===== src/assert_macros.svh =====
// Assertion macros for the handle table RTL.
// Depends on: a clock named clk and an active-low reset named rst_n in scope.
`ifndef ASSERT_MACROS_SVH
`define ASSERT_MACROS_SVH

// Check a property at every clock edge outside reset.
`define ASSERT_ALWAYS(label, expr, msg) \
    label: assert property (@(posedge clk) disable iff (!rst_n) (expr)) else $error(msg);

// Check that a condition implies another in the next cycle.
`define ASSERT_NEXT(label, cond, expr, msg) \
    label: assert property (@(posedge clk) disable iff (!rst_n) (cond) |=> (expr)) \
        else $error(msg);

`endif


===== src/rht_pkg.sv =====
// Shared types and codes for the reference counting handle table.
// Depends on: nothing.
`default_nettype none

package rht_pkg;

    localparam int S_TDATA_W = 88;
    localparam int M_TDATA_W = 80;
    localparam int COUNT_W   = 9;
    localparam logic [COUNT_W-1:0] COUNT_MAX = 9'd511;

    localparam logic [3:0] CMD_ALLOC   = 4'd0;
    localparam logic [3:0] CMD_CLONE   = 4'd1;
    localparam logic [3:0] CMD_READ    = 4'd2;
    localparam logic [3:0] CMD_PUSH    = 4'd3;
    localparam logic [3:0] CMD_POP     = 4'd4;
    localparam logic [3:0] CMD_PEEK    = 4'd5;
    localparam logic [3:0] CMD_FRAME   = 4'd6;
    localparam logic [3:0] CMD_RETRACT = 4'd7;
    localparam logic [3:0] CMD_SWEEP   = 4'd8;

    localparam logic [2:0] ST_OK         = 3'd0;
    localparam logic [2:0] ST_NO_VACANT  = 3'd1;
    localparam logic [2:0] ST_STACK_FULL = 3'd2;
    localparam logic [2:0] ST_EMPTY      = 3'd3;
    localparam logic [2:0] ST_FRAME_FULL = 3'd4;
    localparam logic [2:0] ST_FREED      = 3'd5;
    localparam logic [2:0] ST_BEYOND     = 3'd6;
    localparam logic [2:0] ST_BAD_OFFSET = 3'd7;

    localparam logic [1:0] HS_ZERO = 2'd0;
    localparam logic [1:0] HS_ENT  = 2'd1;
    localparam logic [1:0] HS_IDX  = 2'd2;
    localparam logic [1:0] HS_KEEP = 2'd3;

    typedef struct packed {
        logic       load;
        logic       res_set;
        logic [2:0] res_st;
        logic [1:0] res_h;
        logic       res_show;
        logic       idx_clr;
        logic       idx_inc;
        logic       wrd_rd_ent;
        logic       clone_take;
        logic       alloc_wr;
        logic       cnt_rd_ent;
        logic       push_wr;
        logic       root_rd_top;
        logic       root_rd_peek;
        logic       h_take;
        logic       drop_wr;
        logic       frame_wr;
        logic       frame_rd;
        logic       trail_zero;
        logic       trail_take;
        logic       sweep;
        logic       out_load;
    } dp_cmd_t;

    typedef struct packed {
        logic [3:0] cmd;
        logic       e_live;
        logic       stack_full;
        logic       stack_empty;
        logic       peek_bad;
        logic       frame_full;
        logic       frame_empty;
        logic       idx_vacant;
        logic       idx_last;
        logic       trail_above;
        logic       at_trail;
        logic       out_free;
    } dp_stat_t;

endpackage

`default_nettype wire


===== src/rht_ctrl.sv =====
// Command sequencer of the handle table: one item at a time through its steps.
// Depends on: rht_pkg (command, status and handle codes, dp_cmd_t, dp_stat_t).
`default_nettype none

module rht_ctrl import rht_pkg::*; (
    input  wire logic     clk,
    input  wire logic     rst_n,
    input  wire logic     s_tvalid,
    output logic          s_tready,
    input  wire dp_stat_t stat,
    output dp_cmd_t       cmd
);

    localparam logic [4:0] S_IDLE = 5'd0;
    localparam logic [4:0] S_DEC  = 5'd1;
    localparam logic [4:0] S_CLN  = 5'd2;
    localparam logic [4:0] S_SRCH = 5'd3;
    localparam logic [4:0] S_ALW  = 5'd4;
    localparam logic [4:0] S_PSHW = 5'd5;
    localparam logic [4:0] S_POPH = 5'd6;
    localparam logic [4:0] S_POPC = 5'd7;
    localparam logic [4:0] S_POPD = 5'd8;
    localparam logic [4:0] S_PKH  = 5'd9;
    localparam logic [4:0] S_FRT  = 5'd10;
    localparam logic [4:0] S_RCHK = 5'd11;
    localparam logic [4:0] S_RLP  = 5'd12;
    localparam logic [4:0] S_RH   = 5'd13;
    localparam logic [4:0] S_RC   = 5'd14;
    localparam logic [4:0] S_RD   = 5'd15;
    localparam logic [4:0] S_FIN  = 5'd16;
    localparam logic [4:0] S_OUT  = 5'd17;

    logic [4:0] state_reg;
    logic [4:0] state_next;

    function automatic dp_cmd_t res(dp_cmd_t c, logic [2:0] st, logic [1:0] hs, logic show);
        dp_cmd_t r;
        r          = c;
        r.res_set  = 1'b1;
        r.res_st   = st;
        r.res_h    = hs;
        r.res_show = show;
        return r;
    endfunction

    assign s_tready = (state_reg == S_IDLE);

    always_comb
    begin
        cmd        = '0;
        state_next = state_reg;
        unique case (state_reg)
            S_IDLE:
            begin
                if (s_tvalid)
                begin
                    cmd.load   = 1'b1;
                    state_next = S_DEC;
                end
            end
            S_DEC:
            begin
                state_next = S_FIN;
                unique case (stat.cmd)
                    CMD_ALLOC:
                    begin
                        cmd.idx_clr = 1'b1;
                        state_next  = S_SRCH;
                    end
                    CMD_CLONE:
                    begin
                        if (!stat.e_live)
                        begin
                            cmd = res(cmd, ST_FREED, HS_ENT, 1'b0);
                        end
                        else
                        begin
                            cmd.wrd_rd_ent = 1'b1;
                            state_next     = S_CLN;
                        end
                    end
                    CMD_READ:
                    begin
                        cmd = res(cmd, stat.e_live ? ST_OK : ST_FREED, HS_ENT, 1'b1);
                    end
                    CMD_PUSH:
                    begin
                        if (!stat.e_live)
                        begin
                            cmd = res(cmd, ST_FREED, HS_ENT, 1'b0);
                        end
                        else if (stat.stack_full)
                        begin
                            cmd = res(cmd, ST_STACK_FULL, HS_ENT, 1'b1);
                        end
                        else
                        begin
                            cmd.cnt_rd_ent = 1'b1;
                            state_next     = S_PSHW;
                        end
                    end
                    CMD_POP:
                    begin
                        if (stat.stack_empty)
                        begin
                            cmd = res(cmd, ST_EMPTY, HS_ZERO, 1'b0);
                        end
                        else
                        begin
                            cmd.root_rd_top = 1'b1;
                            state_next      = S_POPH;
                        end
                    end
                    CMD_PEEK:
                    begin
                        if (stat.stack_empty)
                        begin
                            cmd = res(cmd, ST_EMPTY, HS_ZERO, 1'b0);
                        end
                        else if (stat.peek_bad)
                        begin
                            cmd = res(cmd, ST_BAD_OFFSET, HS_ZERO, 1'b0);
                        end
                        else
                        begin
                            cmd.root_rd_peek = 1'b1;
                            state_next       = S_PKH;
                        end
                    end
                    CMD_FRAME:
                    begin
                        if (stat.frame_full)
                        begin
                            cmd = res(cmd, ST_FRAME_FULL, HS_ZERO, 1'b0);
                        end
                        else
                        begin
                            cmd.frame_wr = 1'b1;
                            cmd          = res(cmd, ST_OK, HS_ZERO, 1'b0);
                        end
                    end
                    CMD_RETRACT:
                    begin
                        if (stat.frame_empty)
                        begin
                            cmd.trail_zero = 1'b1;
                            state_next     = S_RCHK;
                        end
                        else
                        begin
                            cmd.frame_rd = 1'b1;
                            state_next   = S_FRT;
                        end
                    end
                    CMD_SWEEP:
                    begin
                        cmd.sweep = 1'b1;
                        cmd       = res(cmd, ST_OK, HS_ZERO, 1'b0);
                    end
                    default:
                    begin
                        cmd = res(cmd, ST_OK, HS_ZERO, 1'b0);
                    end
                endcase
            end
            S_CLN:
            begin
                cmd.clone_take = 1'b1;
                cmd.idx_clr    = 1'b1;
                state_next     = S_SRCH;
            end
            S_SRCH:
            begin
                priority if (stat.idx_vacant)
                begin
                    state_next = S_ALW;
                end
                else if (stat.idx_last)
                begin
                    cmd        = res(cmd, ST_NO_VACANT, HS_ZERO, 1'b0);
                    state_next = S_FIN;
                end
                else
                begin
                    cmd.idx_inc = 1'b1;
                end
            end
            S_ALW:
            begin
                cmd.alloc_wr = 1'b1;
                cmd          = res(cmd, ST_OK, HS_IDX, 1'b1);
                state_next   = S_FIN;
            end
            S_PSHW:
            begin
                cmd.push_wr = 1'b1;
                cmd         = res(cmd, ST_OK, HS_ENT, 1'b1);
                state_next  = S_FIN;
            end
            S_POPH:
            begin
                cmd.h_take = 1'b1;
                state_next = S_POPC;
            end
            S_POPC:
            begin
                state_next = S_POPD;
            end
            S_POPD:
            begin
                cmd.drop_wr = 1'b1;
                cmd         = res(cmd, ST_OK, HS_KEEP, 1'b1);
                state_next  = S_FIN;
            end
            S_PKH:
            begin
                cmd.h_take = 1'b1;
                cmd        = res(cmd, ST_OK, HS_KEEP, 1'b1);
                state_next = S_FIN;
            end
            S_FRT:
            begin
                cmd.trail_take = 1'b1;
                state_next     = S_RCHK;
            end
            S_RCHK:
            begin
                if (stat.trail_above)
                begin
                    cmd        = res(cmd, ST_BEYOND, HS_ZERO, 1'b0);
                    state_next = S_FIN;
                end
                else
                begin
                    state_next = S_RLP;
                end
            end
            S_RLP:
            begin
                if (stat.at_trail)
                begin
                    cmd        = res(cmd, ST_OK, HS_ZERO, 1'b0);
                    state_next = S_FIN;
                end
                else
                begin
                    cmd.root_rd_top = 1'b1;
                    state_next      = S_RH;
                end
            end
            S_RH:
            begin
                cmd.h_take = 1'b1;
                state_next = S_RC;
            end
            S_RC:
            begin
                state_next = S_RD;
            end
            S_RD:
            begin
                cmd.drop_wr = 1'b1;
                state_next  = S_RLP;
            end
            S_FIN:
            begin
                state_next = S_OUT;
            end
            S_OUT:
            begin
                if (stat.out_free)
                begin
                    cmd.out_load = 1'b1;
                    state_next   = S_IDLE;
                end
            end
            default:
            begin
                state_next = S_IDLE;
            end
        endcase
    end

    always_ff @(posedge clk or negedge rst_n)
    begin
        if (!rst_n)
        begin
            state_reg <= S_IDLE;
        end
        else
        begin
            state_reg <= state_next;
        end
    end

endmodule

`default_nettype wire


===== config.mk =====
export PLATFORM = sky130hd
export DESIGN_NAME = rht_ctrl
export DESIGN_NICKNAME = d
export VERILOG_FILES = /design/src/assert_macros.svh /design/src/rht_pkg.sv /design/src/rht_ctrl.sv
export SDC_FILE = /design/constraint.sdc
export NUM_CORES = 1
export LEC_CHECK = 0
export ABC_AREA = 0
export BUFFER_PORTS_ARGS = -buffer_cell sky130_fd_sc_hd__buf_2
export CORE_UTILIZATION = 37
export CTS_BUF_LIST = sky130_fd_sc_hd__clkbuf_8 sky130_fd_sc_hd__clkbuf_16
export DETAILED_ROUTE_END_ITERATION = 10
export PLACE_DENSITY = 0.7
export SETUP_SLACK_MARGIN = 0.05
export SLEW_MARGIN = 5
export SYNTH_ARGS = -nofsm -noshare
export SYNTH_HDL_FRONTEND = slang
export SYNTH_SLANG_ARGS = --single-unit

===== constraint.sdc =====
create_clock -name clk -period 3.8 [get_ports clk]
set_input_delay 0 -clock clk [delete_from_list [all_inputs] [get_ports clk]]
set_output_delay 0 -clock clk [all_outputs]
set_load 0.005 [all_outputs]

* Yosys cells after proc, flatten, opt, wreduce, memory -nomap -nowiden
Index checks and enable logic that the tools add are counted.
** Word-level totals
- Flip-flop bits (word level) :: 5
- Input bits :: 18
- Output and inout bits :: 26
- Word-level logic and storage cells :: 91
** Operators by class
- Equal/unequal tests :: 28
- Multiplexer cells :: 54
- Reduce and logical (&&, ||, !) cells :: 8
** Operator list (count)
- 25-bit 2-to-1 mux :: 3
- 5-bit case mux with 15 select lines :: 1
- 5-bit 2-to-1 mux :: 12
- 5-bit case mux with 6 select lines :: 2
- 8-bit case mux with 7 select lines :: 1
- 11-bit case mux with 5 select lines :: 1
- 7-bit case mux with 7 select lines :: 1
- 5-bit by 4-bit equality test with 1-bit output (second input constant) :: 8
- 14-bit 2-to-1 mux :: 2
- 24-bit 2-to-1 mux :: 1
- 23-bit 2-to-1 mux :: 1
- 5-bit by 3-bit equality test with 1-bit output (second input constant) :: 4
- 4-bit by 3-bit equality test with 1-bit output (second input constant) :: 4
- 1-bit case mux with 4 select lines :: 4
- 2-bit case mux with 4 select lines :: 2
- 15-bit 2-to-1 mux :: 1
- 1-bit case mux with 5 select lines :: 3
- 12-bit 2-to-1 mux :: 1
- 3-bit case mux with 4 select lines :: 1
- 1-bit 2-to-1 mux :: 11
- 5-bit by 2-bit equality test with 1-bit output (second input constant) :: 2
- 5-bit equality test (second input constant) :: 2
- 9-bit 2-to-1 mux :: 1
- 3-bit case mux with 3 select lines :: 1
- 16 further kinds :: 20

* Longest topological paths before layout
Gate-level depths: netlist (run 1).
- Depth after elaboration :: 4
- Gate-level depth with buffers :: 6
- Depth with buffers taken out :: 5

* Worst setup path after synthesis (run 1)
No wires, ideal clock.
- Kind :: register to register
- Start point :: register state_reg[2]
- End point :: register state_reg[4]
- Setup time :: 136 ps
- Data arrival time :: 1573 ps
- Data required time :: 3664 ps
- Setup slack :: 2091 ps
- Cell stages (with the launch flop) :: 6
- Buffers on the path :: 1
- Clock period less this slack :: 1709 ps
- Path through :: dfrtp_1 buf_2 or3b_4 or4_4 a21oi_1 a31oi_1
** On the way
- Cells in the longest elaborated chain, start to end :: 3
- Elaborated cells between the ends (all ways) :: 24
- Those cells by class :: eq/ne (20); mux (1); reduce/logical (3)
** RTL lines
- from (decl) :: RTL line rht_ctrl.sv:33 : logic [4:0] state_reg;
- from (signal assigned) :: RTL line rht_ctrl.sv:292 : state_reg <= state_next;
- 5-bit by 4-bit equality test with 1-bit output, or another cell as far along :: RTL line rht_ctrl.sv:52 : unique case (state_reg)
- 4-bit OR reduction (no source line), or another cell as far along
- 5-bit case mux with 15 select lines / 3-bit AND reduction (equally long branches)
Several ways; a longest one is shown, not always the timed one.
A chain may end at the register's enable or synchronous reset.

==> metrics.md, run 1 <==
| Metric | Value |
|---|---|
| TritonCTS clock tree | `yes` |
| Antenna Nets Post-Route | `0` |
| Max transition margin | `0.644` |
| Hpwl dp | `2340 um` |
| Root buffer cell | `clkbuf_8` |
| WHS | `between 100 and 150 ps` |
| Setup tns final | `0 ps` |
| Final Hold Fails | `0` |
| # diodes | `0` |
| TritonRoute pass-1 iters | `4` |
| CTS Buffer Depth | `2` |
| Initial antenna violation count | `0` |
| Setup violators final | `0` |
| Top Layer Used | `met4` |
| R2R Path Start | `state_reg[0]$_DFFE_PN0P_` |
| WL met3 | `292 um` |
| Largest net degree at the start of global routing | `19` |
| # clock sinks | `5` |
| Fraction of layout cells with a size suffix above 1 | `0.275` |
| Drt via density | `approximately 5.9` |
| Reg2reg setup slack | `around 1900 ps` |
| Vias in the first global route | `between 1,000 and 1,500` |
| H-tree Lvls | `1` |
| WL/cell | `13.7 um` |
| Std-Cell Rows | `18` |
| # IOs | `44` |
| CP Capture Type | `output pin` |
| Syn nets | `around 180` |
| Total CTS buffers | `3` |
| Area grow syn2layout | `26.7%` |
| Worst-Margin Slew | `around 530 ps` |
| Max Fanout on Critical Path | `17` |
| Setup Crit Path Kind | `flop to output pin` |
| Sequential share of the synthesized area | `0.128` |
| Met2 WL | `1340 um` |
| Power Density | `436 nW/um^2` |
| Via count | `1,322` |
| Iteration-0 DRC Markers | `63` |
| Outcome | `completed` |
| Syn_area_per_cell | `between 6 and 7 um^2` |
| Non-Filler Instances | `~220` |
| Slew Limit Fails | `0` |
| Leakage | `~0.00064 uW` |
| Number of synthesized flops with an enable pin | `0` |
| Setup crit start kind | `flop` |
| CP max-delay cell | `dfrtp_1` |
| Drt total wl | `just over 3000 um` |
| Largest register FFs | `5` |
| Die height | `about 53 um` |
| Seq cells post-synth | `5` |
| CP max stage delay | `~610 ps` |
| CP Depth | `5` |
| Unrepaired setup endpoints after global routing | `false` |
| Die area | `2850 um^2` |
| Total gr overflow | `0` |
| Area leader, netlist | `dfrtp_1` |
| Post-Synthesis Cells | `between 150 and 200` |
| Share of the synthesized area in the top cell type | `0.128` |
| Worst path required time | `3800 ps` |
| DR DRC count | `0` |
| Cell family with most CP delay | `simple AND/OR/NAND/NOR gates` |
| # nets final | `212` |
| Area of the mapped netlist | `about 1000 um^2` |
| # Max-Cap Violations | `0` |
| Dominant synthesized flop cell | `dfrtp_1` |
| CP Cell Sequence | `or3b_4 -> nor3_2 -> nand2_1 -> o41ai_2 -> buf_2` |
| Insertion delay to the later sink of the worst-skew pair | `220 ps` |
| Synthesis warning total | `0` |
| Gr usage total | `0.231` |
| Reg2reg end | `state_reg[4]$_DFFE_PN0P_` |
| Clock-pin slew on the worst setup and hold paths | `40 ps` |
| Critical Path End | `cmd[9]` |
| Initial Util | `0.395` |
| CP Data Arrival Time | `around 2200 ps` |
| Area contributors post-synth | `dfrtp_1, nor3_1, nor2_1, a21oi_1, nand2b_1` |
| RD Place Congestion | `slightly below 0.9` |
| Die Span X | `53.4 um` |
| Fin crit share | `0.578` |
| Cell area after layout | `1240 um^2` |
| Highest clock rate | `approximately 0.46 GHz` |
| Worst setup path start | `state_reg[0]$_DFFE_PN0P_` |
| Placed Instance Area | `between 1000 and 1500 um^2` |
| Port Buf Inserts | `43` |
| Synth unique cells | `42` |
| Asr flop ratio synth | `1.00` |
| Global-route wire length before repair | `a little under 5000 um` |
| DP Cell Count | `approximately 220` |
| M1 wire length | `approximately 1400 um` |
| Minimum clock period | `2200 ps` |
| Max rail drop VDD | `0.000217 V` |
| Combined buffer and inverter count along the critical path | `1` |
| R2R depth | `4` |
| Hold Path Class | `primary input to asynchronous set/reset pin` |
| Clock Skew | `2.03 ps` |
| FILL cells | `248` |
| CORE AREA | `2480 um^2` |
| Post-route total power | `approximately 540 uW` |
==> cells in the mapped netlist (all sizes together), types with 5 or more instances <==
cell type and instances:
nand2b 8, nor2b 8, nand2 13, nor3 16, inv 8, nand4 7, nor2 15, dfrtp 5
o21ai 10, clkbuf 11, a21oi 11
==> cell type report <==
| cell class | instances | area [um^2] | share of cell area |
|---|---|---|---|
| Multi-Input combinational cell | 131 | 772 | 0.623 |
| Timing Repair Buffer | 44 | 225 | 0.182 |
| Sequential cell | 5 | 125 | 0.101 |
| Clock buffer | 3 | 41.3 | 0.0333 |
| Tap cell | 30 | 37.5 | 0.0303 |
| Inverter | 9 | 35.0 | 0.0283 |
| Clock inverter | 1 | 3.75 | 0.00303 |
==> cells in the final DEF (no fill, tap or decap), types with 2 or more instances in the layout <==
| cell type | Yosys | routed |
|---|---|---|
| a21o_1 | 2 | 2 |
| a21oi_1 | 11 | 11 |
| a31oi_1 | 4 | 4 |
| and2_1 | 2 | 2 |
| and3_1 | 4 | 4 |
| buf_2 | 1 | 43 |
| clkbuf_8 | 0 | 3 |
| dfrtp_1 | 5 | 5 |
| inv_1 | 8 | 9 |
| nand2_1 | 13 | 13 |
| nand2b_1 | 8 | 8 |
| nand3_1 | 2 | 2 |
| nand4_1 | 7 | 7 |
| nor2_1 | 15 | 15 |
| nor2b_1 | 8 | 8 |
| nor3_1 | 15 | 15 |
| nor4_1 | 4 | 4 |
| o211ai_1 | 3 | 3 |
| o21ai_0 | 9 | 9 |
| o22ai_1 | 2 | 2 |
| or3_1 | 2 | 2 |
==> power by group <==
group	total, uW	leakage (uW)	switching [uW]	internal [uW]
Sequential	131	0.0000667	63.3	67.9
Combinational	312	0.000545	170	142
Clock	98.0	0.0000269	28.5	69.5
==> worst min-delay path by stage <==
stage	from	to	slack [ps]	depth (start not counted)
floorplan	rst_n	state_reg[0]$_DFFE_PN0P_	-300	0
global placement	rst_n	state_reg[1]$_DFFE_PN0P_	-180	1
detailed placement	rst_n	state_reg[1]$_DFFE_PN0P_	-180	1
CTS	rst_n	state_reg[0]$_DFFE_PN0P_	130	2
global route	rst_n	state_reg[0]$_DFFE_PN0P_	140	2
finish	rst_n	state_reg[0]$_DFFE_PN0P_	130	2
==> routing by layer <==
metal | vias up | GRT usage
li1 | 651 | -
met1 | 585 | 0.303
met2 | 82 | 0.348
met3 | 4 | 0.0402
met4 | 0 | 0.132
met5 | - | 0
==> metrics by stage <==
stage	utilization	setup WS, ps
5_1_grt	0.501	1440
4_1_cts	0.501	1640
3_3_place_gp	0.478	1940
3_5_place_dp	0.478	1870
6_report	0.501	1600
2_1_floorplan	-	2090
==> logic make-up (layout without fill, tap and decap cells) <==
family,count (synthesis),in the layout,share of synthesized area
flip-flops,5,5,0.128
AND/OR/NAND/NOR,87,87,0.488
multiplexers,1,1,0.0102
buffers and inverters,21,57,0.0831
AO/OA/AOI/OAI,43,43,0.290
==> what timing repair did <==
action                                 in CTS  in global routing
setup buffers                               0                  0
hold buffers                                1                  0
setup endpoints to repair                   0                  0
endpoints found under the hold margin       5                  0
resized for setup                           0                  0
Power figures use the tool's default switching activity.
==> run 2: changes to the inputs <==
clock period = 2.3 ns   (was 3.8 ns; I/O delays follow)
==> run 2 against run 1 <==
Effect of this change:
- hold slack worse by 7.1 ps
- register-to-register slack worse by 1300 ps
- critical path depth stayed put
- clock-buffer cell count stayed put
- flip-flop and latch count stayed put
- worst setup slack worse by 1300 ps
- sequential power is 33% higher
- final area is 1.8% higher
- clock skew is 2.1 ps higher
- sequential share of layout area is 0.18 points lower
- global-route usage is 0.98 points higher
- first-iteration DRC count is 1.6% lower
- critical path type unchanged
- critical endpoint unchanged
==> metrics.md, run 2 (synthesized netlist as in run 1, its figures left out) <==
| Metric | Value |
|---|---|
| Outcome | `completed` |
| Hold Path Class | `primary input to asynchronous set/reset pin` |
| # IOs | `44` |
| # diodes | `0` |
| # clock sinks | `5` |
| Reg2reg end | `state_reg[4]$_DFFE_PN0P_` |
| H-tree Lvls | `1` |
| Max Fanout on Critical Path | `6` |
| Reg2reg setup slack | `610 ps` |
| Die Span X | `between 50 and 60 um` |
| # Max-Cap Violations | `0` |
| Std-Cell Rows | `18` |
| Initial antenna violation count | `0` |
| Cell area after layout | `between 1000 and 1500 um^2` |
| Leading cell type in the layout, fill and taps excluded | `buf_2` |
| Die area | `2850 um^2` |
| Area grow syn2layout | `29.0%` |
| WL/cell | `~14 um` |
| Insertion delay to the later sink of the worst-skew pair | `about 230 ps` |
| Initial Util | `0.395` |
| Placed Instance Area | `1210 um^2` |
| Fin crit share | `0.847` |
| Post-cts resize count | `0` |
| Drt via density | `5.98` |
| Clock Skew | `just over 4 ps` |
| Worst-Margin Slew | `501 ps` |
| CTS Buffer Depth | `2` |
| Setup crit start kind | `flop` |
| CP Capture Type | `output pin` |
| TritonCTS clock tree | `yes` |
| Slew Limit Fails | `0` |
| # nets final | `215` |
| R2R depth | `4` |
| Leakage | `roughly 0.00065 uW` |
| Unrepaired setup endpoints after global routing | `false` |
| Clock-pin slew on the worst setup and hold paths | `~40 ps` |
| Fraction of layout cells with a size suffix above 1 | `0.286` |
| CORE AREA | `around 2500 um^2` |
| DR DRC count | `0` |
| Via count | `approximately 1,400` |
| Port Buf Inserts | `43` |
| R2R Path Start | `state_reg[2]$_DFFE_PN0P_` |
| Setup violators final | `0` |
| Most frequent cells in the layout | `buf_2, nor3_1, nor2_1` |
| Worst path required time | `about 2300 ps` |
| Root buffer cell | `clkbuf_8` |
| Largest register FFs | `5` |
| Power Density | `roughly 730 nW/um^2` |
| Drt total wl | `3170 um` |
| Highest clock rate | `~0.51 GHz` |
| Die height | `about 53 um` |
| Post-CTS Setup Bufs | `0` |
| Worst setup path start | `state_reg[2]$_DFFE_PN0P_` |
| Max rail drop VDD | `around 0.00034 V` |
| Largest net degree at the start of global routing | `18` |
| Minimum clock period | `1950 ps` |
| Total gr overflow | `0` |
| Total CTS buffers | `3` |
| Setup tns final | `0 ps` |
| Final Hold Fails | `0` |
| RD Place Congestion | `between 0.9 and 1` |
| Antenna Nets Post-Route | `0` |
| CP Data Arrival Time | `just under 2000 ps` |
| Global-route wire length before repair | `slightly above 5000 um` |
| Vias in the first global route | `around 1,200` |
| Max transition margin | `0.663` |
| Gr usage total | `0.241` |
| Hpwl dp | `between 2000 and 2500 um` |
| TritonRoute pass-1 iters | `4` |
| Iteration-0 DRC Markers | `62` |
| Setup Crit Path Kind | `flop to output pin` |
-- run 2: changes by cell type in the layout (fill, tap and decap cells not counted), sizes merged --
cell	delta
buf	+3
-- run 2: final cells by class --
class | instances | area [um^2]
timing repair buffer | 47 | 248
sequential | 5 | 125
tap | 30 | 37.5
inverter | 9 | 35.0
clock buffer | 3 | 41.3
fill | 276 | 1210
multi-input combinational | 131 | 772
clock inverter | 1 | 3.75
-- run 2: timing repair --
item / 4_1_cts / 5_1_grt
hold buffers: 1 / 0
hold endpoints to repair: 5 / 0
endpoints found under the setup margin: 0 / 0
-- run 2: critical path, stage by stage, from the launching register on --
cell	delay [ps]
dfrtp_1	380
or3b_4	430
nor3_2	320
nand2_1	190
o41ai_2	230
buf_2	160
-- run 2: per-layer routing --
| metal | up-vias | global-route usage | wire length [um] |
|---|---|---|---|
| met1 | 607 | 0.323 | 1370 |
| met4 | 0 | 0.0877 | 44 |
| li1 | 661 | - | - |
| met5 | - | 0 | 0 |
| met3 | 6 | 0.00575 | 286 |
| met2 | 78 | 0.404 | 1470 |
-- run 2: through the flow --
step	hold WS (ps)	utilization	setup WS (ps)	total power, uW	std cells
after detailed placement	-181	0.487	608	741	221
after floorplan	-296	-	591	568	157
after global routing	142	0.510	203	994	226
final	121	0.510	351	918	226
after global placement	-180	0.487	690	726	221
after CTS	124	0.510	369	909	226
-- run 2: how the worst max path moves through the flow --
stage | to | slack, ps | cells past startpoint
CTS | cmd[9] | 370 | 5
global placement | cmd[9] | 690 | 5
floorplan | state_reg[4]$_DFFE_PN0P_ | 590 | 5
global route | cmd[9] | 200 | 5
finish | cmd[9] | 350 | 5
detailed placement | cmd[9] | 610 | 5
-- run 2: power breakdown --
group | switching (uW) | internal (uW)
Sequential | 61.3 | 113
Combinational | 331 | 249
Clock | 49.0 | 115
==> run 3: changes to the inputs <==
clock period = 1.8 ns   (was 2.3 ns; I/O delays follow)
==> run 3 against run 2 <==
Effect of this change:
- die area unchanged
- critical path depth shrank 1
- routed wire length rose by 3.3%
- sequential power increased by 26%
- final area grew 5.3%
==> metrics.md, run 3 (synthesized netlist as in run 1, its figures left out) <==
| Metric | Value |
|---|---|
| DR DRC count | `0` |
| Hpwl dp | `roughly 2500 um` |
| Fin crit share | `0.972` |
| CP Capture Type | `output pin` |
| Total gr overflow | `0` |
| Seq pwr share | `0.172` |
| RD Place Congestion | `between 0.9 and 1` |
| CORE AREA | `2480 um^2` |
| R2R depth | `4` |
| Total CTS buffers | `3` |
| Vias in the first global route | `about 1,200` |
| Gr usage total | `0.237` |
| Insertion delay to the later sink of the worst-skew pair | `roughly 220 ps` |
| Initial Util | `0.395` |
| CTS Buffer Depth | `2` |
| Drt total wl | `~3300 um` |
| Die Span X | `~53 um` |
| TritonCTS clock tree | `yes` |
| Drt via density | `about 6` |
| Internal | `~680 uW` |
| CP Data Arrival Time | `between 1500 and 2000 ps` |
| Clock Power Share | `0.158` |
| Sw power | `just under 600 uW` |
| Clock Skew | `3.64 ps` |
| # Max-Cap Violations | `0` |
| WL/cell | `14.1 um` |
| Fraction of layout cells with a size suffix above 1 | `0.327` |
| DP Cell Count | `225` |
| WHS | `~120 ps` |
| CP max-delay cell | `or4_4` |
| Largest register FFs | `5` |
| Setup violators final | `0` |
| CP Cell Sequence | `or3b_4 -> or4_4 -> inv_4 -> buf_6` |
| CP max stage delay | `around 570 ps` |
| Outcome | `completed` |
| # diodes | `0` |
| Max transition margin | `0.695` |
| Port Buf Inserts | `43` |
| # IOs | `44` |
| Final Hold Fails | `0` |
| Slew Limit Fails | `0` |
| Unrepaired setup endpoints after global routing | `true` |
| Std-Cell Rows | `18` |
| # clock sinks | `5` |
| TritonRoute pass-1 iters | `4` |
| H-tree Lvls | `1` |
| Global-route wire length before repair | `5050 um` |
| Worst-Margin Slew | `between 400 and 500 ps` |
| Max rail drop VDD | `about 0.00051 V` |
| Leading cell type in the layout, fill and taps excluded | `buf_2` |
| # nets final | `between 200 and 250` |
| Clock-pin slew on the worst setup and hold paths | `roughly 40 ps` |
| Worst path required time | `1800 ps` |
| Minimum clock period | `1750 ps` |
| Power Density | `956 nW/um^2` |
| Reg2reg end | `state_reg[4]$_DFFE_PN0P_` |
| Most frequent cells in the layout | `buf_2, nor3_1, nor2_1` |
| R2R Path Start | `state_reg[2]$_DFFE_PN0P_` |
| Max Fanout on Critical Path | `4` |
| Via count | `~1,400` |
| Iteration-0 DRC Markers | `between 60 and 70` |
| Die area | `approximately 2900 um^2` |
| Leakage | `0.000681 uW` |
| Hold Path Class | `primary input to asynchronous set/reset pin` |
| Root buffer cell | `clkbuf_8` |
| Non-Filler Instances | `between 200 and 250` |
| Largest net degree at the start of global routing | `18` |
| Initial antenna violation count | `0` |
| Antenna Nets Post-Route | `0` |
| Setup tns final | `0 ps` |
| Reg2reg setup slack | `approximately 110 ps` |
| Setup Crit Path Kind | `flop to output pin` |
| Setup crit start kind | `flop` |
| Gate power share | `0.670` |
| Highest clock rate | `0.572 GHz` |
| Area grow syn2layout | `35.8%` |
| Switching part of the total | `0.465` |
| Die height | `~53 um` |
[run 3: area by class of cell]
type                            instances  area [um^2]
Clock buffer                            3         41.3
Tap cell                               30         37.5
Multi-Input combinational cell        131          785
Clock inverter                          1         3.75
Timing Repair Buffer                   53          299
Fill cell                             257         1150
Sequential cell                         5          126
Inverter                                9         36.3
[run 3: stage by stage]
step / total power, uW / cell area (um^2) / util / worst slack [ps]
global route: 1380 / 1330 / 0.536 / 4.28
CTS: 1200 / 1290 / 0.522 / 65.9
global placement: 982 / 1240 / 0.499 / 182
floorplan: 725 / 978 / - / 91.1
detailed placement: 1000 / 1240 / 0.499 / 171
finish: 1270 / 1330 / 0.536 / 51.2
[run 3: worst max-delay path by stage]
stage | startpoint | end | slack [ps]
after floorplan | state_reg[2]$_DFFE_PN0P_ | state_reg[4]$_DFFE_PN0P_ | 90
after global placement | state_reg[2]$_DFFE_PN0P_ | state_reg[4]$_DFFE_PN0P_ | 180
after detailed placement | state_reg[2]$_DFFE_PN0P_ | state_reg[4]$_DFFE_PN0P_ | 170
after CTS | state_reg[2]$_DFFE_PN0P_ | cmd[23] | 70
after global routing | state_reg[2]$_DFFE_PN0P_ | cmd[23] | 4
final | state_reg[2]$_DFFE_PN0P_ | cmd[15] | 50
[run 3: power groups by stage]
stage,combinational (uW),clock (uW),sequential (uW)
3_5_place_dp,793,0,208
5_1_grt,938,215,225
2_1_floorplan,544,0,182
6_report,851,201,219
3_3_place_gp,778,0,204
4_1_cts,796,202,206
[run 3: layer usage]
layer / share of wire / GRT usage / vias to the layer above
met1: 0.44 / 0.307 / 612
li1: - / - / 673
met3: 0.084 / 0.0172 / 6
met2: 0.46 / 0.394 / 76
met5: 0 / 0 / -
met4: 0.013 / 0.105 / 0
[run 3: critical path: cells and delay by family (launching register included)]
kind | cells | cell delay (ps)
buf+inv | 2 | 170
flops | 1 | 360
simple gates | 2 | 1000
[run 3: timing repair]
action                     in CTS  in global routing
hold endpoints to repair        5                  0
setup endpoints to repair       0                  7
setup buffers                   0                  2
hold buffers                    1                  0
gates resized for setup         0                  7
